[src/rtl/nirt_pkg.sv]
// Package for the NEC infrared frame transmitter.
// Holds the shared word types, register indexes, reset values and the byte serializer.
// Depends on nothing; every other file of the block imports it.
package nirt_pkg;

    localparam int unsigned CFG_IDX_W  = 3;
    localparam int unsigned CFG_DATA_W = 12;

    // Register indexes of the configuration port
    localparam logic [CFG_IDX_W-1:0] REG_CARRIER_HALF = 3'd0;
    localparam logic [CFG_IDX_W-1:0] REG_UNIT_TICKS   = 3'd1;
    localparam logic [CFG_IDX_W-1:0] REG_LSB_FIRST    = 3'd2;
    localparam logic [CFG_IDX_W-1:0] REG_INVERT_CHECK = 3'd3;
    localparam logic [CFG_IDX_W-1:0] REG_STOP_BURST   = 3'd4;

    // Reset values
    localparam logic [7:0]  RST_CARRIER_HALF = 8'd13;
    localparam logic [11:0] RST_UNIT_TICKS   = 12'd560;

    // Operation codes of an input word
    localparam logic OP_TICK = 1'b0;
    localparam logic OP_SEND = 1'b1;

    typedef struct packed {
        logic [7:0]  carrier_half_ticks;
        logic [11:0] unit_ticks;
        logic        lsb_first;
        logic        invert_check;
        logic        stop_burst_enable;
    } t_cfg;

    typedef struct packed {
        logic       operation;
        logic [7:0] address_first;
        logic [7:0] address_second;
        logic [7:0] command;
    } t_in_word;

    typedef struct packed {
        logic line_level;
        logic busy_res;
        logic frame_done;
        logic rejected;
    } t_out_word;

    // Place each byte so that bit 0 of the result goes out first
    function automatic logic [7:0] ser_byte(input logic [7:0] b, input logic lsb_first);
        logic [7:0] r;
        for (int j = 0; j < 8; j++) begin
            r[j] = lsb_first ? b[j] : b[7-j];
        end
        return r;
    endfunction

endpackage

[src/rtl/nirt_in_if.sv]
// Input channel of the NEC infrared frame transmitter: valid/ready plus the input word.
// Depends on nirt_pkg for the payload type.
interface nirt_in_if import nirt_pkg::*; ();
    logic       valid;
    logic       ready;
    logic       operation;
    logic [7:0] address_first;
    logic [7:0] address_second;
    logic [7:0] command;

    modport source (output valid, output operation, output address_first,
                    output address_second, output command, input ready);
    modport sink   (input valid, input operation, input address_first,
                    input address_second, input command, output ready);
endinterface

[src/rtl/nirt_out_if.sv]
// Output channel of the NEC infrared frame transmitter: valid/ready plus the result word.
// Depends on nirt_pkg for the payload type.
interface nirt_out_if import nirt_pkg::*; ();
    logic valid;
    logic ready;
    logic line_level;
    logic busy_res;
    logic frame_done;
    logic rejected;

    modport source (output valid, output line_level, output busy_res,
                    output frame_done, output rejected, input ready);
    modport sink   (input valid, input line_level, input busy_res,
                    input frame_done, input rejected, output ready);
endinterface

[src/rtl/nirt_cfg_regs.sv]
// Configuration register file of the NEC infrared frame transmitter.
// Decodes the plain write port into the t_cfg struct; depends on nirt_pkg.
module nirt_cfg_regs import nirt_pkg::*; (
    input  logic                  i_clk,
    input  logic                  i_rst_n,
    input  logic                  i_cfg_we,
    input  logic [CFG_IDX_W-1:0]  i_cfg_idx,
    input  logic [CFG_DATA_W-1:0] i_cfg_data,
    output t_cfg                  o_cfg
);

    t_cfg r_cfg;
    t_cfg n_cfg;

    always_comb begin
        n_cfg = r_cfg;
        if (i_cfg_we) begin
            unique case (i_cfg_idx)
                REG_CARRIER_HALF: n_cfg.carrier_half_ticks = i_cfg_data[7:0];
                REG_UNIT_TICKS:   n_cfg.unit_ticks         = i_cfg_data[11:0];
                REG_LSB_FIRST:    n_cfg.lsb_first          = i_cfg_data[0];
                REG_INVERT_CHECK: n_cfg.invert_check       = i_cfg_data[0];
                REG_STOP_BURST:   n_cfg.stop_burst_enable  = i_cfg_data[0];
                default:          n_cfg = r_cfg;
            endcase
        end
    end

    always_ff @(posedge i_clk) begin
        if (!i_rst_n) begin
            r_cfg.carrier_half_ticks <= RST_CARRIER_HALF;
            r_cfg.unit_ticks         <= RST_UNIT_TICKS;
            r_cfg.lsb_first          <= 1'b1;
            r_cfg.invert_check       <= 1'b1;
            r_cfg.stop_burst_enable  <= 1'b1;
        end else begin
            r_cfg <= n_cfg;
        end
    end

    assign o_cfg = r_cfg;

endmodule

[src/rtl/nirt_core.sv]
// Frame sequencer of the NEC infrared frame transmitter: phase, timing and carrier counters.
// Advances one step per accepted word and produces its result word; depends on nirt_pkg.
module nirt_core import nirt_pkg::*; #(
    parameter int unsigned FRAME_BITS = 32
) (
    input  logic      i_clk,
    input  logic      i_rst_n,
    input  t_cfg      i_cfg,
    input  logic      i_step,
    input  t_in_word  i_word,
    output t_out_word o_result
);

    localparam int unsigned BIT_CNT_W = $clog2(FRAME_BITS + 1);
    localparam int unsigned BIT_IDX_W = $clog2(FRAME_BITS);

    localparam logic [2:0] PH_IDLE       = 3'd0;
    localparam logic [2:0] PH_LEAD_BURST = 3'd1;
    localparam logic [2:0] PH_LEAD_SPACE = 3'd2;
    localparam logic [2:0] PH_BIT_BURST  = 3'd3;
    localparam logic [2:0] PH_BIT_SPACE  = 3'd4;
    localparam logic [2:0] PH_STOP_BURST = 3'd5;

    logic [2:0]            r_phase,     n_phase;
    logic [FRAME_BITS-1:0] r_frame,     n_frame;
    logic [BIT_CNT_W-1:0]  r_bit_idx,   n_bit_idx;
    logic [15:0]           r_ticks,     n_ticks;
    logic [7:0]            r_carrier,   n_carrier;
    logic                  r_line,      n_line;

    logic [11:0] unit;
    logic [7:0]  half;
    logic [15:0] len;
    logic [15:0] ticks_inc;
    logic [7:0]  carrier_inc;
    logic [BIT_CNT_W-1:0] bit_inc;
    logic        cur_bit;
    logic        in_burst;
    logic [7:0]  check_byte;
    logic [31:0] frame_word;
    logic        done;
    logic        rej;

    assign unit = (i_cfg.unit_ticks == 12'd0) ? 12'd1 : i_cfg.unit_ticks;
    assign half = (i_cfg.carrier_half_ticks == 8'd0) ? 8'd1 : i_cfg.carrier_half_ticks;
    assign cur_bit = r_frame[r_bit_idx[BIT_IDX_W-1:0]];
    assign in_burst = (r_phase == PH_LEAD_BURST) || (r_phase == PH_BIT_BURST) ||
                      (r_phase == PH_STOP_BURST);

    // Phase length in ticks: 16, 8, 3 or 1 units
    always_comb begin
        unique case (r_phase)
            PH_LEAD_BURST: len = {unit, 4'b0000};
            PH_LEAD_SPACE: len = {1'b0, unit, 3'b000};
            PH_BIT_SPACE:  len = cur_bit ? ({4'b0000, unit} + {3'b000, unit, 1'b0})
                                         : {4'b0000, unit};
            default:       len = {4'b0000, unit};
        endcase
    end

    assign check_byte = i_cfg.invert_check ? ~i_word.command : i_word.command;
    assign frame_word = {ser_byte(check_byte, i_cfg.lsb_first),
                         ser_byte(i_word.command, i_cfg.lsb_first),
                         ser_byte(i_word.address_second, i_cfg.lsb_first),
                         ser_byte(i_word.address_first, i_cfg.lsb_first)};

    assign ticks_inc   = r_ticks + 16'd1;
    assign carrier_inc = r_carrier + 8'd1;
    assign bit_inc     = r_bit_idx + BIT_CNT_W'(1);

    always_comb begin
        n_phase   = r_phase;
        n_frame   = r_frame;
        n_bit_idx = r_bit_idx;
        n_ticks   = r_ticks;
        n_carrier = r_carrier;
        n_line    = r_line;
        done      = 1'b0;
        rej       = 1'b0;
        if (i_step) begin
            if (i_word.operation == OP_SEND) begin
                if (r_phase != PH_IDLE) begin
                    rej = 1'b1;
                end else begin
                    n_frame   = frame_word[FRAME_BITS-1:0];
                    n_bit_idx = '0;
                    n_phase   = PH_LEAD_BURST;
                    n_ticks   = '0;
                    n_carrier = '0;
                    n_line    = 1'b0;
                end
            end else if (r_phase != PH_IDLE) begin
                if (ticks_inc >= len) begin
                    // Phase over: enter the next one with fresh counters
                    n_ticks   = '0;
                    n_carrier = '0;
                    unique case (r_phase)
                        PH_LEAD_BURST: begin
                            n_phase = PH_LEAD_SPACE;
                            n_line  = 1'b1;
                        end
                        PH_LEAD_SPACE: begin
                            n_phase = PH_BIT_BURST;
                            n_line  = 1'b0;
                        end
                        PH_BIT_BURST: begin
                            n_phase = PH_BIT_SPACE;
                            n_line  = 1'b1;
                        end
                        PH_BIT_SPACE: begin
                            n_bit_idx = bit_inc;
                            if (bit_inc < BIT_CNT_W'(FRAME_BITS)) begin
                                n_phase = PH_BIT_BURST;
                                n_line  = 1'b0;
                            end else if (i_cfg.stop_burst_enable) begin
                                n_phase = PH_STOP_BURST;
                                n_line  = 1'b0;
                            end else begin
                                n_phase = PH_IDLE;
                                n_line  = 1'b1;
                                done    = 1'b1;
                            end
                        end
                        default: begin
                            n_phase = PH_IDLE;
                            n_line  = 1'b1;
                            done    = 1'b1;
                        end
                    endcase
                end else begin
                    n_ticks = ticks_inc;
                    if (in_burst) begin
                        if (carrier_inc >= half) begin
                            n_line    = ~r_line;
                            n_carrier = '0;
                        end else begin
                            n_carrier = carrier_inc;
                        end
                    end
                end
            end
        end
    end

    always_ff @(posedge i_clk) begin
        if (!i_rst_n) begin
            r_phase   <= PH_IDLE;
            r_frame   <= '0;
            r_bit_idx <= '0;
            r_ticks   <= '0;
            r_carrier <= '0;
            r_line    <= 1'b1;
        end else begin
            r_phase   <= n_phase;
            r_frame   <= n_frame;
            r_bit_idx <= n_bit_idx;
            r_ticks   <= n_ticks;
            r_carrier <= n_carrier;
            r_line    <= n_line;
        end
    end

    assign o_result.line_level = n_line;
    assign o_result.busy_res   = (n_phase != PH_IDLE);
    assign o_result.frame_done = done;
    assign o_result.rejected   = rej;

endmodule

[src/rtl/nirt_out_buf.sv]
// Result register with a skid stage for the NEC infrared frame transmitter.
// Holds up to two result words so the input side keeps flowing; depends on nirt_pkg.
module nirt_out_buf import nirt_pkg::*; (
    input  logic      i_clk,
    input  logic      i_rst_n,
    input  logic      i_push,
    input  t_out_word i_word,
    output logic      o_can_push,
    output logic      o_valid,
    input  logic      i_pop_ready,
    output t_out_word o_word
);

    logic      r_out_valid;
    logic      r_skid_valid;
    t_out_word r_out_word;
    t_out_word r_skid_word;
    logic      pop;

    assign pop        = r_out_valid && i_pop_ready;
    assign o_can_push = !r_skid_valid;
    assign o_valid    = r_out_valid;
    assign o_word     = r_out_word;

    always_ff @(posedge i_clk) begin
        if (!i_rst_n) begin
            r_out_valid  <= 1'b0;
            r_skid_valid <= 1'b0;
        end else if (r_skid_valid) begin
            if (pop) begin
                r_skid_valid <= 1'b0;
            end
        end else if (i_push) begin
            if (r_out_valid && !pop) begin
                r_skid_valid <= 1'b1;
            end else begin
                r_out_valid <= 1'b1;
            end
        end else if (pop) begin
            r_out_valid <= 1'b0;
        end
    end

    always_ff @(posedge i_clk) begin
        if (r_skid_valid) begin
            if (pop) begin
                r_out_word <= r_skid_word;
            end
        end else if (i_push) begin
            if (r_out_valid && !pop) begin
                r_skid_word <= i_word;
            end else begin
                r_out_word <= i_word;
            end
        end
    end

endmodule

[src/rtl/nec_ir_frame_transmitter.sv]
// Top level of the NEC infrared frame transmitter: config registers, frame sequencer
// and result buffer. Depends on nirt_pkg, nirt_in_if, nirt_out_if and the nirt_* modules.
//
//  channel   direction  handshake            word
//  i_in      in         valid/ready          operation, address_first, address_second, command
//  o_out     out        valid/ready          line_level, busy_res, frame_done, rejected
//  i_cfg_*   in         write enable only    index (3 bits), data (12 bits)
//
// One word per cycle while a result slot is free: each accepted tick or send updates the
// sequencer state in the cycle it is accepted and its result word is registered for the output side.
// Input ready drops only while both result slots (output register and skid) are full.
// Reset is synchronous, active low: line idle high, sequencer idle, registers at defaults.
module nec_ir_frame_transmitter import nirt_pkg::*; #(
    parameter int unsigned FRAME_BITS = 32
) (
    input  logic                  i_clk,
    input  logic                  i_rst_n,
    nirt_in_if.sink               i_in,
    nirt_out_if.source            o_out,
    input  logic                  i_cfg_we,
    input  logic [CFG_IDX_W-1:0]  i_cfg_idx,
    input  logic [CFG_DATA_W-1:0] i_cfg_data
);

    t_cfg      cfg;
    t_in_word  in_word;
    t_out_word result;
    t_out_word out_word;
    logic      can_push;
    logic      step;

    // Live configuration; timing fields are read every tick
    nirt_cfg_regs u_cfg_regs (
        .i_clk      (i_clk),
        .i_rst_n    (i_rst_n),
        .i_cfg_we   (i_cfg_we),
        .i_cfg_idx  (i_cfg_idx),
        .i_cfg_data (i_cfg_data),
        .o_cfg      (cfg)
    );

    assign in_word.operation      = i_in.operation;
    assign in_word.address_first  = i_in.address_first;
    assign in_word.address_second = i_in.address_second;
    assign in_word.command        = i_in.command;

    // Accept a word whenever a result slot is free
    assign i_in.ready = can_push;
    assign step       = i_in.valid && can_push;

    nirt_core #(
        .FRAME_BITS (FRAME_BITS)
    ) u_core (
        .i_clk    (i_clk),
        .i_rst_n  (i_rst_n),
        .i_cfg    (cfg),
        .i_step   (step),
        .i_word   (in_word),
        .o_result (result)
    );

    // Hold results until the sink takes them
    nirt_out_buf u_out_buf (
        .i_clk       (i_clk),
        .i_rst_n     (i_rst_n),
        .i_push      (step),
        .i_word      (result),
        .o_can_push  (can_push),
        .o_valid     (o_out.valid),
        .i_pop_ready (o_out.ready),
        .o_word      (out_word)
    );

    assign o_out.line_level = out_word.line_level;
    assign o_out.busy_res   = out_word.busy_res;
    assign o_out.frame_done = out_word.frame_done;
    assign o_out.rejected   = out_word.rejected;

endmodule
[src/flat_wrapper.sv]
// flat-port wrapper written by rule: the top's interface ports become plain ports
module nec_ir_frame_transmitter_flat import nirt_pkg::*;
#(
    parameter int unsigned FRAME_BITS = 32
)
  (i_clk, i_rst_n, i_cfg_we, i_cfg_idx, i_cfg_data, i_in_valid, i_in_operation, i_in_address_first, i_in_address_second, i_in_command, i_in_ready, o_out_valid, o_out_line_level, o_out_busy_res, o_out_frame_done, o_out_rejected, o_out_ready);
  nirt_in_if i_in_i ();
  nirt_out_if o_out_i ();
  input  logic i_clk;
  input  logic i_rst_n;
  input  logic i_cfg_we;
  input  logic [CFG_IDX_W-1:0] i_cfg_idx;
  input  logic [CFG_DATA_W-1:0] i_cfg_data;
  input wire logic [$bits(i_in_i.valid)-1:0] i_in_valid;
  input wire logic [$bits(i_in_i.operation)-1:0] i_in_operation;
  input wire logic [$bits(i_in_i.address_first)-1:0] i_in_address_first;
  input wire logic [$bits(i_in_i.address_second)-1:0] i_in_address_second;
  input wire logic [$bits(i_in_i.command)-1:0] i_in_command;
  output wire logic [$bits(i_in_i.ready)-1:0] i_in_ready;
  output wire logic [$bits(o_out_i.valid)-1:0] o_out_valid;
  output wire logic [$bits(o_out_i.line_level)-1:0] o_out_line_level;
  output wire logic [$bits(o_out_i.busy_res)-1:0] o_out_busy_res;
  output wire logic [$bits(o_out_i.frame_done)-1:0] o_out_frame_done;
  output wire logic [$bits(o_out_i.rejected)-1:0] o_out_rejected;
  input wire logic [$bits(o_out_i.ready)-1:0] o_out_ready;
  assign i_in_i.valid = i_in_valid;
  assign i_in_i.operation = i_in_operation;
  assign i_in_i.address_first = i_in_address_first;
  assign i_in_i.address_second = i_in_address_second;
  assign i_in_i.command = i_in_command;
  assign i_in_ready = i_in_i.ready;
  assign o_out_valid = o_out_i.valid;
  assign o_out_line_level = o_out_i.line_level;
  assign o_out_busy_res = o_out_i.busy_res;
  assign o_out_frame_done = o_out_i.frame_done;
  assign o_out_rejected = o_out_i.rejected;
  assign o_out_i.ready = o_out_ready;
  nec_ir_frame_transmitter #(.FRAME_BITS(FRAME_BITS)) u_core (.i_clk(i_clk), .i_rst_n(i_rst_n), .i_in(i_in_i), .o_out(o_out_i), .i_cfg_we(i_cfg_we), .i_cfg_idx(i_cfg_idx), .i_cfg_data(i_cfg_data));
endmodule
[config.mk]
export PLATFORM = sky130hd
export DESIGN_NAME = nec_ir_frame_transmitter_flat
export DESIGN_NICKNAME = d
export VERILOG_FILES = /design/src/rtl/nirt_pkg.sv /design/src/rtl/nirt_in_if.sv /design/src/rtl/nirt_out_if.sv /design/src/rtl/nirt_cfg_regs.sv /design/src/rtl/nirt_core.sv /design/src/rtl/nirt_out_buf.sv /design/src/rtl/nec_ir_frame_transmitter.sv /design/src/flat_wrapper.sv
export SDC_FILE = /design/constraint.sdc
export NUM_CORES = 1
export LEC_CHECK = 0
export BUFFER_PORTS_ARGS = -buffer_cell sky130_fd_sc_hd__buf_2
export CORE_ASPECT_RATIO = 1.1
export CORE_MARGIN = 3
export CORE_UTILIZATION = 65
export DETAILED_ROUTE_END_ITERATION = 8
export GPL_TIMING_DRIVEN = 0
export PLACE_DENSITY = 0.94
export SYNTH_ARGS = -nofsm -noshare
export SYNTH_HDL_FRONTEND = slang
export SYNTH_HIERARCHICAL = 1
export SYNTH_SLANG_ARGS = --single-unit
[constraint.sdc]
create_clock -name i_clk -period 9.5 [get_ports i_clk]
set_input_delay 1.425 -clock i_clk [delete_from_list [all_inputs] [get_ports i_clk]]
set_output_delay 1.425 -clock i_clk [all_outputs]
set_load 0.02 [all_outputs]
Word level (Yosys, flattened, before mapping)
Cells that the tools add are included.

operators by class
  add/sub/neg operators = 4
  $lt $le $gt $ge = 4
  eq/ne operators = 13
  multiplexer cells = 89
  bitwise gates (word level) = 4
  reduce and logical (&&, ||, !) cells = 31

operators with widths
  kind                     number
  $mux W16                 4
  $mux W8                  8
  $mux W1                  54
  $pmux W16 S3             1
  $mux W6                  5
  $mux W3                  7
  $add A16 B1 Y16 const B  1
  $ge A16 B16 Y1           1
  $mux W4                  4
  $reduce_and A3 Y1        5
  $add A12 B13 Y14         1
  $mux W14                 1
  $eq A3 B2 Y1 const B     4
  $logic_not A12 Y1        1
  $mux W12                 1
  $pmux W3 S4              1
  $reduce_and A2 Y1        5
  $reduce_bool A2 Y1       5
  $eq A3 B3 Y1 const B     3
  $reduce_bool A3 Y1       3
  $add A8 B1 Y8 const B    1
  $ge A8 B8 Y1             1
  $logic_not A8 Y1         1
  $not A8 Y8               1
  16 further kinds         26

storage, ports and cells
  flip-flop bits (word level) = 99
  input bits = 45
  output and inout bits = 6
  word-level logic and storage cells = 166

Depth between registers and ports, before layout
Gate-level depths: netlist (run 1).

  depth in word-level cells = 14
  depth in mapped cells = 26
  mapped depth without buffers = 23

By module
The synthesis (run 1) kept the hierarchy.

modules (own cells, without submodules)
  module                    instances  cells each  area an instance (µm²)
  nirt_core                 1          712         5672.9
  nirt_cfg_regs             1          97          984.7
  nirt_out_buf              1          27          421.7
  nec_ir_frame_transmitter  1          1           6.3

Least setup slack after synthesis (run 1)
Ideal clock, no wire load.

  path kind = flip-flop to flip-flop
  start point = register u_core.u_cfg_regs.r_cfg (netlist bit u_core/u_cfg_regs/o_cfg[13])
  end point = register u_core.u_out_buf.r_out_word (netlist bit u_core/u_out_buf/o_word[1]) (data pin)
  data arrival time = 5.257 ns
  slack = 3.983 ns
  cell stages (with the launch flop) = 26
  buffers on the path = 3
  cells stage by stage = dfxtp_1 > inv_1 > ha_1 > nand4_1 > or4b_2 > clkbuf_1 > nand2_1 > inv_1 > ha_1 > or3_1 > o22ai_1 > o21ai_0 > o41a_1 > xnor2_1 > o21ai_0 > o21ai_1 > ha_1 > and4_1 > a311oi_1 > o32ai_4 > buf_2 > o21ai_2 > nor2_1 > and2_1 > buf_4 > mux2_4

on the way
  longest elaborated chain between the ends = 12

ends and longest elaborated chain
  what                          line                 RTL
  start: declaration            nirt_cfg_regs.sv:12  t_cfg r_cfg;
  start signal: assignment      nirt_cfg_regs.sv:37  r_cfg <= n_cfg;
  $logic_not A12 Y1             nirt_core.sv:44      assign unit = (i_cfg.unit_ticks == 12'd0) ? 12'd1 : i_cfg.unit_ticks;
  $mux W12 (*)                  nirt_core.sv:44
  $add A12 B13 Y14              nirt_core.sv:55      PH_BIT_SPACE: len = cur_bit ? ({4'b0000, unit} + {3'b000, unit, 1'b0})
  $mux W14                      nirt_core.sv:55
  $pmux W16 S3 (*)              nirt_core.sv:52      unique case (r_phase)
  $ge A16 B16 Y1 (*)            nirt_core.sv:93      if (ticks_inc >= len) begin
  $mux W1 (*)                   nirt_core.sv:93
  $mux W1 (*)                   nirt_core.sv:92      end else if (r_phase != PH_IDLE) begin
  $mux W1 (*)                   nirt_core.sv:81      if (i_word.operation == OP_SEND) begin
  named net u_core.u_core.done  nirt_core.sv:41      logic done;
  $mux W4 (*)                   nirt_out_buf.sv:50   if (r_out_valid && !pop) begin
  $mux W4 (*)                   nirt_out_buf.sv:49   end else if (i_push) begin
  $mux W4 (*)                   nirt_out_buf.sv:45   if (r_skid_valid) begin
  end signal: assignment        nirt_out_buf.sv:47   r_out_word <= r_skid_word;
  end signal: assignment        nirt_out_buf.sv:53   r_out_word <= i_word;
  end: declaration              nirt_out_buf.sv:16   t_out_word r_out_word;

Mark *: on every way through the listed nets, which the timed path passes. The rest lies on a longest branch. The select of a mux whose other input is x is not followed.
A chain may end at the register's enable or synchronous reset.

==> run_results.csv, run 1 <==
group,metric,value,unit
placement,globalplace.congestion,0.9955,
finish,post_route_cells_drive_above_1_share,0.1340,
route,dr_wl_cell,17.95,um
hold_path,min_path_type,"register to register",
yosys,ys_ff_latch,99,
finish,layoutNonFillerInstCount,1046,
critical_path,critical_path.endpoint_type,"register",
yosys,postSynthCellCount,837,
yosys,cell_accounting_for_the_most_synthesized_area,"sky130_fd_sc_hd__dfxtp_1",
yosys,synthesis.area,7086,um2
yosys,synthesis.nets,928,
global_route,gr-usage-all-layers,0.3133,
route,routed_metal_1_wire_length,7.322,mm
critical_path,worst-path-max-fanout,10,
route,drt-vias-per-instance,6.378,
pwr,clock_power_share,0.383,
pwr,comb_power_share,0.158,
critical_path,crit-reg2reg-launch,"u_core/u_cfg_regs/o_cfg[13]$_SDFFE_PN0P_",
critical_path,worst_r2r_path_depth,24,
route,highest-signal-layer,"met4",
yosys,synth.yosys.warnings,6,
cts,cts_tree,"done",
sta,finalWorstSetupSlack,3053,ps
run_status,status,"completed",
sta,period_needed,6447,ps
critical_path,ff_to_ff_end,"u_core/u_out_buf/o_word[2]$_DFFE_PP_",
sta,setup_viol,0,
die,chipWidth,105.6,um
yosys,synth_top_area_share,0.2571,
yosys,ys.flop_type,"sky130_fd_sc_hd__dfxtp_1",
sta,worst_clock_skew,12.53,ps
global_route,number_of_global_route_vias_before_repair,6617,
global_route,grt-ovfl-total,0,
cts,clk-insertion-delay-late,360,ps
route,route.met3.wl,1.517,mm
cts,clk_pin_slew_worst_paths,70,ps
pwr,power_frac_seq,0.459,
sta,max-slew-margin-rel,0.3610,
cts,root_buffer,"sky130_fd_sc_hd__clkbuf_16",
critical_path,slowest_stage,"sky130_fd_sc_hd__or4b_2",
placement,io_buffers,50,
cts,holdBufCountCts,0,
yosys,synth_cell_type_count,86,
cts,post-cts-setup-buffer-count,0,
pwr,p_total,979.1,uW
pwr,power.share.switching,0.2777,
critical_path,cells_along_the_critical_path,"inv_1 -> ha_1 -> nand4_1 -> or4b_2 -> clkbuf_1 -> nand2_1 -> inv_1 -> ha_1 -> or3_1 -> o22ai_1 -> o21ai_0 -> o41a_1 -> xnor2_1 -> o21ai_0 -> o21ai_1 -> ha_1 -> and4_1 -> a311oi_1 -> o32ai_4 -> buf_2 -> o21ai_2 -> a2bb2oi_1 -> o21ai_0 -> mux2_4",
sta,maximum_achievable_frequency,155.1,MHz
die,core_area,10490,um2
finish,design.final.nets,989,
hold_path,holdCritStartpoint,"u_core/u_core/r_frame[28]$_SDFFE_PN0P_",
yosys,ys_top_cells_by_area,"sky130_fd_sc_hd__dfxtp_1 (26%), sky130_fd_sc_hd__ha_1 (7.9%), sky130_fd_sc_hd__mux2i_1 (7.3%), sky130_fd_sc_hd__nand2_1 (5.4%), sky130_fd_sc_hd__nor2_1 (3.7%)",
route,drc_errors,0,
die,floorplan.initialDensity,0.6754,
pwr,power_density,125.3,nW/um2
route,initial_drt_pass_iterations,6,
cts,ctsHtreeMaxLevel,3,
sta,rsz0062_at_grt,"false",
critical_path,crit_required,9610,ps
cts,cts_inserted_buffers,9,
yosys,post_synthesis_average_cell_area,8.465,um2
run,cap_viol_max_count,0,
route,wl,18.77,mm
die,ios,51,
sta,fin_worst_hold_slack,455.0,ps
cts,clockBufferDepth,2,
route,detail_route.iter0.violations,602,
critical_path,setup.worst_path.start_class,"register",
finish,flow.area_growth_from_synthesis,10.33,%
sta,tightest_slew,956.4,ps
placement,worst_setup_slack_before_clock_tree_synthesis,3184,ps
pwr,intPower,707.3,uW
hold_path,hold_path_depth,2,
yosys,asyncSetResetFlopFracSynth,0,
placement,placedCellCount,1030,
die,fp-row-count,39,
yosys,sequential_area_share_after_synthesis,0.2910,
critical_path,rrSetupSlack,3050,ps
cts,clock-sinks,99,
pwr,power.leakage,3.292,nW
route,route.antenna.remaining_nets,0,
placement,dp_hpwl,13.30,mm
sta,share_of_the_cycle_needed_by_the_critical_path_after_routing,0.6786,
pwr,net-switching-power,271.9,uW
route,via_count,6671,
route,wl_met2,8.930,mm
cts,cts_repair_resize_count,0,
die,die_height,115.5,um
hold_path,whs_endpoint,"u_core/u_core/r_frame[28]$_SDFFE_PN0P_",
pwr,vdd_ir_drop_max,0.1167,mV
yosys,synth-edff-count,8,
global_route,grt_max_degree,18,
sta,finalHoldViolCount,0,
die,die_area,12190,um2
critical_path,cp_data_arrival_time,6560,ps
finish,final_core_util,0.7451,
global_route,initial_antenna_violation_count,0,
sta,max_slew_violation_total_from_the_final_report,0,
critical_path,timing.critical_path.slowest_cell_delay,720,ps
finish,final_cell_area,7818,um2
sta,total_negative_setup_slacks,0,ps
finish,insertedDiodeCount,0,
global_route,grt_first_pass_wirelength,31.10,mm
critical_path,critical_path_class,"register to register",
placement,postPlaceCellArea,7515,um2
[power groups by stage]
stage               Combinational, mW  Sequential [mW]  Clock [mW]
floorplan                       0.104            0.457           0
global placement                0.144            0.456           0
detailed placement              0.149            0.458           0
CTS                             0.151            0.449       0.377
global route                    0.170            0.451       0.395
finish                          0.154            0.450       0.375
[logic make-up (layout without fill, tap and decap cells)]
family,Yosys count,count (layout),synth area share
and+or+nand+nor,296,296,0.2098
buffers and inverters,93,159,0.06516
AOI/OAI and AO/OA,203,203,0.1972
xor gates and xnor gates,36,36,0.04450
adders and majority gates,46,46,0.08229
muxes,64,64,0.1100
DFF,99,99,0.2910
[flip-flops by register name, summed over array words and instances (netlist names)]
| name | flops |
|---|---|
| u_core/u_cfg_regs/o_cfg | 23 |
| u_core/u_core/r_bit_idx | 6 |
| u_core/u_core/r_carrier | 8 |
| u_core/u_core/r_frame | 32 |
| u_core/u_core/r_line | 1 |
| u_core/u_core/r_phase | 3 |
| u_core/u_core/r_ticks | 16 |
| u_core/u_out_buf/o_valid | 1 |
| u_core/u_out_buf/o_word | 4 |
| u_core/u_out_buf/r_skid_valid | 1 |
| u_core/u_out_buf/r_skid_word | 4 |
[worst max-delay path, delay by kind of cell (launching register included)]
kind / cells / cell delay, ps
adder cells (fa/ha/maj): 3 / 720
XOR/XNOR: 1 / 150
buffers and inverters: 4 / 730
flip-flops: 1 / 420
AO/OA/AOI/OAI: 10 / 2290
AND/OR/NAND/NOR: 5 / 1600
multiplexers: 1 / 300
[layout by cell type, fill, tap and decap left out, drive strengths merged, types with 4 or more instances in the layout]
master  count
ha         45
nand4b      4
o31ai       4
nor4        9
clkbuf     37
a31oi       7
dfxtp      91
buf        75
nor3       10
mux2        4
xnor2      21
or3         5
nand2b      4
o21a        7
nand3      32
nand3b      4
and2        5
a21oi      46
nor2b      19
o211ai      6
nor2       70
o22ai      10
a21o        6
inv        43
edfxtp      8
a22oi      15
nand2     101
mux4        8
o21ai      41
nor4b       4
and3       10
a211oi     28
xor2       15
mux2i      52
nand4       4
[cell usage after synthesis (8+ instances only)]
cell type	number
sky130_fd_sc_hd__o21ai_1	10
sky130_fd_sc_hd__buf_2	8
sky130_fd_sc_hd__xor2_1	15
sky130_fd_sc_hd__edfxtp_1	8
sky130_fd_sc_hd__ha_1	45
sky130_fd_sc_hd__inv_1	39
sky130_fd_sc_hd__nor2b_1	19
sky130_fd_sc_hd__nor3_1	9
sky130_fd_sc_hd__o22ai_1	10
sky130_fd_sc_hd__clkbuf_1	26
sky130_fd_sc_hd__nand3_1	32
sky130_fd_sc_hd__mux2i_1	52
sky130_fd_sc_hd__nor2_1	70
sky130_fd_sc_hd__o21ai_0	29
sky130_fd_sc_hd__a22oi_1	15
sky130_fd_sc_hd__dfxtp_1	91
sky130_fd_sc_hd__xnor2_1	21
sky130_fd_sc_hd__a211oi_1	27
sky130_fd_sc_hd__a21oi_1	45
sky130_fd_sc_hd__nand2_1	101
[layer usage]
| layer | GRT usage | up-vias |
|---|---|---|
| li1 | - | 3158 |
| met1 | 0.3604 | 3036 |
| met2 | 0.5514 | 372 |
| met3 | 0.06518 | 105 |
| met4 | 0.1667 | 0 |
| met5 | 0 | - |
[area by class of cell]
class | count | area [um2]
repair buffers | 50 | 250.2
well taps | 143 | 178.9
flip-flops and latches | 99 | 2062
clock inverters | 6 | 73.82
clock buffers | 10 | 229.0
plain buffers | 52 | 307.8
inverters | 41 | 153.9
multi-input cells | 645 | 4562
fillers | 766 | 2674
[worst max-delay path by stage]
| stage | startpoint | end | slack [ps] |
|---|---|---|---|
| after global placement | u_core/u_cfg_regs/o_cfg[13]$_SDFFE_PN0P_ | u_core/u_out_buf/o_word[2]$_DFFE_PP_ | 3250 |
| after floorplan | u_core/u_cfg_regs/o_cfg[13]$_SDFFE_PN0P_ | u_core/u_out_buf/o_word[1]$_DFFE_PP_ | 3980 |
| after global routing | u_core/u_cfg_regs/o_cfg[13]$_SDFFE_PN0P_ | u_core/u_out_buf/o_word[2]$_DFFE_PP_ | 2820 |
| after CTS | u_core/u_cfg_regs/o_cfg[13]$_SDFFE_PN0P_ | u_core/u_out_buf/o_word[2]$_DFFE_PP_ | 3150 |
| after detailed placement | u_core/u_cfg_regs/o_cfg[13]$_SDFFE_PN0P_ | u_core/u_out_buf/o_word[2]$_DFFE_PP_ | 3180 |
| final | u_core/u_cfg_regs/o_cfg[13]$_SDFFE_PN0P_ | u_core/u_out_buf/o_word[2]$_DFFE_PP_ | 3050 |
(Power assumes the default switching activity.)
==> run 2, diff against run 1 <==
CORE_UTILIZATION = 56   (was 65)
PLACE_DENSITY = 0.87   (was 0.94)
clock period = 5.47 ns   (was 9.5 ns; I/O delays follow)
==> run_results.csv, run 2 (synthesis results as in run 1) <==
group,metric,value,unit
cts,holdBufCountCts,0,
critical_path,cp_data_arrival_time,5510,ps
run_status,status,"completed",
route,drt-vias-per-instance,6.153,
critical_path,rrSetupSlack,70,ps
critical_path,worst-path-max-fanout,5,
cts,cts_tree,"done",
global_route,gr-usage-all-layers,0.2554,
global_route,met1_usage,0.3123,
die,ios,51,
sta,tightest_slew,1049,ps
sta,period_needed,5397,ps
critical_path,ff_to_ff_end,"u_core/u_out_buf/o_word[3]$_DFFE_PP_",
die,chipWidth,113.3,um
sta,share_of_the_cycle_needed_by_the_critical_path_after_routing,0.9867,
hold_path,min_path_type,"register to register",
sta,finalWorstSetupSlack,72.92,ps
sta,fin_worst_hold_slack,449.2,ps
finish,most-common-layout-cells,"sky130_fd_sc_hd__nand2_1 (98), sky130_fd_sc_hd__dfxtp_1 (83), sky130_fd_sc_hd__nor2_1 (67)",
global_route,top_usage_layer,"met2",
critical_path,worst_r2r_path_depth,25,
finish,final-seq-area,2090,um2
critical_path,setup.worst_path.start_class,"register",
route,drc_errors,0,
hold_path,holdCritStartpoint,"u_core/u_core/r_frame[30]$_SDFFE_PN0P_",
critical_path,critical_path.endpoint_type,"register",
finish,num-fill-cells,969,
finish,largest_register_ff_count,32,
finish,design.final.nets,1013,
sta,max-slew-margin-rel,0.2989,
finish,max_flop_register,"u_core/u_core/r_frame",
hold_path,whs_endpoint,"u_core/u_core/r_frame[30]$_SDFFE_PN0P_",
critical_path,critical_path_class,"register to register",
route,detail_route.iter0.violations,627,
die,floorplan.initialDensity,0.5812,
sta,setup_viol,0,
route,dr_wl_cell,17.00,um
critical_path,timing.critical_path.slowest_cell_delay,590,ps
sta,maximum_achievable_frequency,185.3,MHz
global_route,number_of_global_route_vias_before_repair,6145,
sta,worst_clock_skew,10.61,ps
placement,dp_hpwl,13.08,mm
finish,insertedDiodeCount,0,
cts,cts_inserted_buffers,9,
sta,max_slew_violation_total_from_the_final_report,0,
die,die_height,124.0,um
pwr,power.leakage,3.466,nW
cts,clock-sinks,99,
sta,total_negative_setup_slacks,0,ps
finish,final_common_cell,"sky130_fd_sc_hd__nand2_1",
placement,worst_setup_slack_before_clock_tree_synthesis,-751.2,ps
die,die_area,14040,um2
route,route.antenna.remaining_nets,0,
cts,root_buffer,"sky130_fd_sc_hd__clkbuf_16",
finish,layoutNonFillerInstCount,1081,
pwr,p_total,1.737,mW
route,wl,18.38,mm
pwr,vdd_ir_drop_max,0.3104,mV
placement,io_buffers,50,
cts,clk_pin_slew_worst_paths,70,ps
critical_path,slowest_stage,"sky130_fd_sc_hd__or4b_4",
cts,ctsHtreeMaxLevel,3,
global_route,initial_antenna_violation_count,0,
finish,post_route_cells_drive_above_1_share,0.2082,
critical_path,crit-reg2reg-launch,"u_core/u_cfg_regs/o_cfg[11]$_SDFFE_PN0P_",
die,fp-row-count,42,
global_route,gr-usage-met3,0.05394,
die,core_area,12190,um2
global_route,grt_max_degree,18,
critical_path,worstPathBufferInverterCount,4,
hold_path,hold_path_depth,2,
global_route,grt-ovfl-total,0,
placement,placedCellCount,1041,
critical_path,setup.worst_path.start,"u_core/u_cfg_regs/o_cfg[11]$_SDFFE_PN0P_",
cts,clk-insertion-delay-late,360,ps
run,cap_viol_max_count,0,
route,via_count,6651,
cts,clockBufferDepth,2,
finish,multi_input_area,4797,um2
critical_path,crit_required,5580,ps
finish,flow.area_growth_from_synthesis,17.57,%
placement,globalplace.congestion,0.9443,
route,initial_drt_pass_iterations,5,
global_route,global_route.usage.met2,0.4456,
sta,finalHoldViolCount,0,
sta,rsz0062_at_grt,"true",
pwr,power_density,208.6,nW/um2
critical_path,critical-path-top-delay-family,"compound AO/OA/AOI/OAI gates",
global_route,grt_first_pass_wirelength,29.33,mm
run 2: cell types whose count changed in the layout (fill, tap and decap cells not counted), moves of 5 or more:
| cell | previous run | this run |
|---|---|---|
| sky130_fd_sc_hd__inv_1 | 39 | 30 |
| sky130_fd_sc_hd__ha_1 | 45 | 39 |
| sky130_fd_sc_hd__buf_4 | 4 | 29 |
| sky130_fd_sc_hd__dfxtp_1 | 91 | 83 |
| sky130_fd_sc_hd__dfxtp_4 | 0 | 7 |
| sky130_fd_sc_hd__ha_4 | 0 | 5 |
| sky130_fd_sc_hd__inv_4 | 0 | 6 |
run 2: tightest hold or removal path: cells and delay by family (launching register included):
kind	cells	cell delay, ps
flip-flops	1	310
AND/OR/NAND/NOR	1	50
AO/OA/AOI/OAI	1	50
run 2: cell type report:
cell class | instances | area share
Clock inverter | 5 | 0.008111
Timing Repair Buffer | 76 | 0.05347
Buffer | 50 | 0.03800
Sequential cell | 99 | 0.2508
Clock buffer | 11 | 0.03034
Inverter | 41 | 0.02028
Tap cell | 154 | 0.02313
Multi-Input combinational cell | 645 | 0.5758
run 2: repair_timing:
action,in CTS,in global routing
gates resized for setup,25,62
pin swaps,13,24
setup buffers,12,14
setup endpoints to repair,40,32
run 2: where the power goes:
| group | switching, mW | internal [mW] | leakage [nW] |
|---|---|---|---|
| Combinational | 0.163 | 0.116 | 2.49 |
| Sequential | 0.0175 | 0.757 | 0.821 |
| Clock | 0.296 | 0.387 | 0.159 |
| Total | 0.477 | 1.26 | 3.47 |
run 2: stage by stage:
stage / utilization / instance area (um2)
global route: 0.6833 / 8330
floorplan: - / 7094
CTS: 0.6579 / 8021
finish: 0.6833 / 8330
detailed placement: 0.6182 / 7537
global placement: 0.6182 / 7537
run 2: metal layers:
| metal | vias to the layer above | part of all wire |
|---|---|---|
| li1 | 3206 | - |
| met1 | 3113 | 0.42 |
| met2 | 278 | 0.49 |
| met3 | 54 | 0.065 |
| met4 | 0 | 0.029 |
| met5 | - | 0 |
run 2: worst max path at each step:
stage / end / slack (ps) / cells past startpoint
final: u_core/u_out_buf/o_word[3]$_DFFE_PP_ / 70 / 25
after global routing: u_core/u_out_buf/o_word[3]$_DFFE_PP_ / -140 / 24
after CTS: u_core/u_out_buf/o_word[3]$_DFFE_PP_ / 6 / 25
after detailed placement: u_core/u_out_buf/o_word[2]$_DFFE_PP_ / -750 / 24
after global placement: u_core/u_out_buf/o_word[3]$_DFFE_PP_ / -700 / 25
after floorplan: u_core/u_out_buf/o_word[3]$_DFFE_PP_ / 30 / 25
==> run 3, diff against run 2 <==
PLACE_DENSITY = 0.83   (was 0.87)
==> run_results.csv, run 3 (synthesis results as in run 1) <==
group,metric,value,unit
finish,most-common-layout-cells,"sky130_fd_sc_hd__nand2_1 (99), sky130_fd_sc_hd__dfxtp_1 (85), sky130_fd_sc_hd__nor2_1 (67)",
pwr,vdd_ir_drop_max,0.1822,mV
critical_path,worst-path-max-fanout,5,
placement,dp_hpwl,13.17,mm
finish,design.final.nets,1012,
finish,final-seq-area,2079,um2
finish,largest_register_ff_count,32,
global_route,grt-ovfl-total,0,
critical_path,critical_path.endpoint_type,"register",
sta,maximum_achievable_frequency,187.3,MHz
global_route,number_of_global_route_vias_before_repair,6224,
pwr,power_density,208.4,nW/um2
die,die_height,124.0,um
sta,setup_viol,0,
cts,cts_inserted_buffers,9,
global_route,grt_first_pass_wirelength,28.80,mm
sta,max-slew-margin-rel,0.2955,
global_route,initial_antenna_violation_count,0,
pwr,power.leakage,3.465,nW
critical_path,crit_required,5580,ps
die,chipWidth,113.3,um
route,drc_errors,0,
die,fp-row-count,42,
run_status,status,"completed",
finish,final_core_util,0.6749,
finish,flow.area_growth_from_synthesis,16.12,%
route,wl,18.25,mm
global_route,gr-usage-all-layers,0.2529,
critical_path,setup.worst_path.start_class,"register",
finish,layoutNonFillerInstCount,1080,
cts,clockBufferDepth,2,
finish,multi_input_area,4746,um2
cts,holdBufCountCts,0,
cts,clock-sinks,99,
sta,tightest_slew,1054,ps
route,via_count,6598,
die,die_area,14040,um2
placement,io_buffers,50,
critical_path,critical_path_class,"register to register",
sta,worst_clock_skew,12.48,ps
route,dr_wl_cell,16.89,um
sta,max_slew_violation_total_from_the_final_report,0,
run,cap_viol_max_count,0,
global_route,grt_max_degree,19,
critical_path,cp_data_arrival_time,5450,ps
sta,finalHoldViolCount,0,
finish,num-fill-cells,974,
die,core_area,12190,um2
cts,ctsHtreeMaxLevel,3,
placement,placedCellCount,1041,
route,detail_route.iter0.violations,512,
finish,final_common_cell,"sky130_fd_sc_hd__nand2_1",
cts,root_buffer,"sky130_fd_sc_hd__clkbuf_16",
die,floorplan.initialDensity,0.5812,
die,ios,51,
route,initial_drt_pass_iterations,5,
hold_path,min_path_type,"register to register",
cts,clk_pin_slew_worst_paths,70,ps
cts,clk-insertion-delay-late,360,ps
pwr,p_total,1.715,mW
sta,period_needed,5339,ps
route,drt-vias-per-instance,6.109,
placement,globalplace.congestion,0.9643,
finish,post_route_cells_drive_above_1_share,0.1911,
finish,insertedDiodeCount,0,
finish,max_flop_register,"u_core/u_core/r_frame",
cts,cts_tree,"done",
sta,share_of_the_cycle_needed_by_the_critical_path_after_routing,0.9761,
route,route.antenna.remaining_nets,0,
## run 3: cell types whose count changed in the layout (fill, tap and decap cells not counted), sizes merged
cell,delta
clkinv,+1
clkbuf,-3
inv,+1
## run 3: what timing repair did
action | 4_1_cts | 5_1_grt
buffers inserted | 9 | 14
setup endpoints to repair | 40 | 33
pin swaps | 10 | 18
gates resized for setup | 20 | 37
endpoints found under the hold margin | 0 | 0
## run 3: worst paths after layout
path,cells past startpoint,slack [ps],startpoint,endpoint
worst max-delay path,25,130,u_core/u_cfg_regs/o_cfg[8]$_SDFFE_PN1P_,u_core/u_out_buf/o_word[3]$_DFFE_PP_
worst min-delay path,2,460,u_core/u_core/r_frame[29]$_SDFFE_PN0P_,u_core/u_core/r_frame[29]$_SDFFE_PN0P_
worst max register to register,25,130,u_core/u_cfg_regs/o_cfg[8]$_SDFFE_PN1P_,u_core/u_out_buf/o_word[3]$_DFFE_PP_
worst min register to register,2,460,u_core/u_core/r_frame[29]$_SDFFE_PN0P_,u_core/u_core/r_frame[29]$_SDFFE_PN0P_
## run 3: per-layer routing
metal  GRT usage  wire length [um]  vias up
met4      0.1165               587        0
met3     0.04956              1184       51
met2      0.4407              8854      274
met1      0.3021              7620     3072
met5           0                 0        -
li1            -                 -     3201
## run 3: worst max-delay path, stage by stage (launching register included)
cell and delay [ps]:
sky130_fd_sc_hd__dfxtp_4 360, sky130_fd_sc_hd__inv_1 90, sky130_fd_sc_hd__ha_1 160, sky130_fd_sc_hd__nand4_1 130
sky130_fd_sc_hd__or4b_4 590, sky130_fd_sc_hd__buf_4 170, sky130_fd_sc_hd__nand2_1 180, sky130_fd_sc_hd__inv_1 90
sky130_fd_sc_hd__ha_1 330, sky130_fd_sc_hd__o21a_1 170, sky130_fd_sc_hd__o21ai_0 110, sky130_fd_sc_hd__o2bb2ai_1 150
sky130_fd_sc_hd__a31oi_1 230, sky130_fd_sc_hd__xnor2_1 130, sky130_fd_sc_hd__o21ai_1 170, sky130_fd_sc_hd__o22ai_1 110
sky130_fd_sc_hd__ha_1 290, sky130_fd_sc_hd__and4_1 220, sky130_fd_sc_hd__or3b_4 400, sky130_fd_sc_hd__o32ai_4 150
sky130_fd_sc_hd__buf_6 170, sky130_fd_sc_hd__a211o_1 100, sky130_fd_sc_hd__a31o_2 150, sky130_fd_sc_hd__nand2_1 60
sky130_fd_sc_hd__buf_4 140, sky130_fd_sc_hd__mux2_4 260
## run 3: layout make-up
| cell class | count | area share |
|---|---|---|
| buffer | 52 | 0.03969 |
| clock buffer | 9 | 0.02737 |
| clock inverter | 7 | 0.009884 |
| inverter | 41 | 0.01870 |
| multi-input combinational | 645 | 0.5768 |
| sequential | 99 | 0.2527 |
| tap | 154 | 0.02342 |
| timing repair buffer | 73 | 0.05140 |
## run 3: where the power goes
part | leakage [nW] | internal (mW) | switching (mW)
clock | 0.154 | 0.363 | 0.300
combinational | 2.49 | 0.114 | 0.162
sequential | 0.819 | 0.759 | 0.0179
total | 3.47 | 1.24 | 0.479
## run 3: per-stage QoR
step	TNS, ps	hold slack, ps	setup WS (ps)	area, um2
after CTS	0	451.1	35.95	7964
after global placement	-9082	436.0	-703.0	7537
final	0	455.0	130.9	8228
after global routing	-22.02	474.0	-21.48	8228
after detailed placement	-13440	442.0	-805.7	7537
after floorplan	0	427.1	25.88	7094
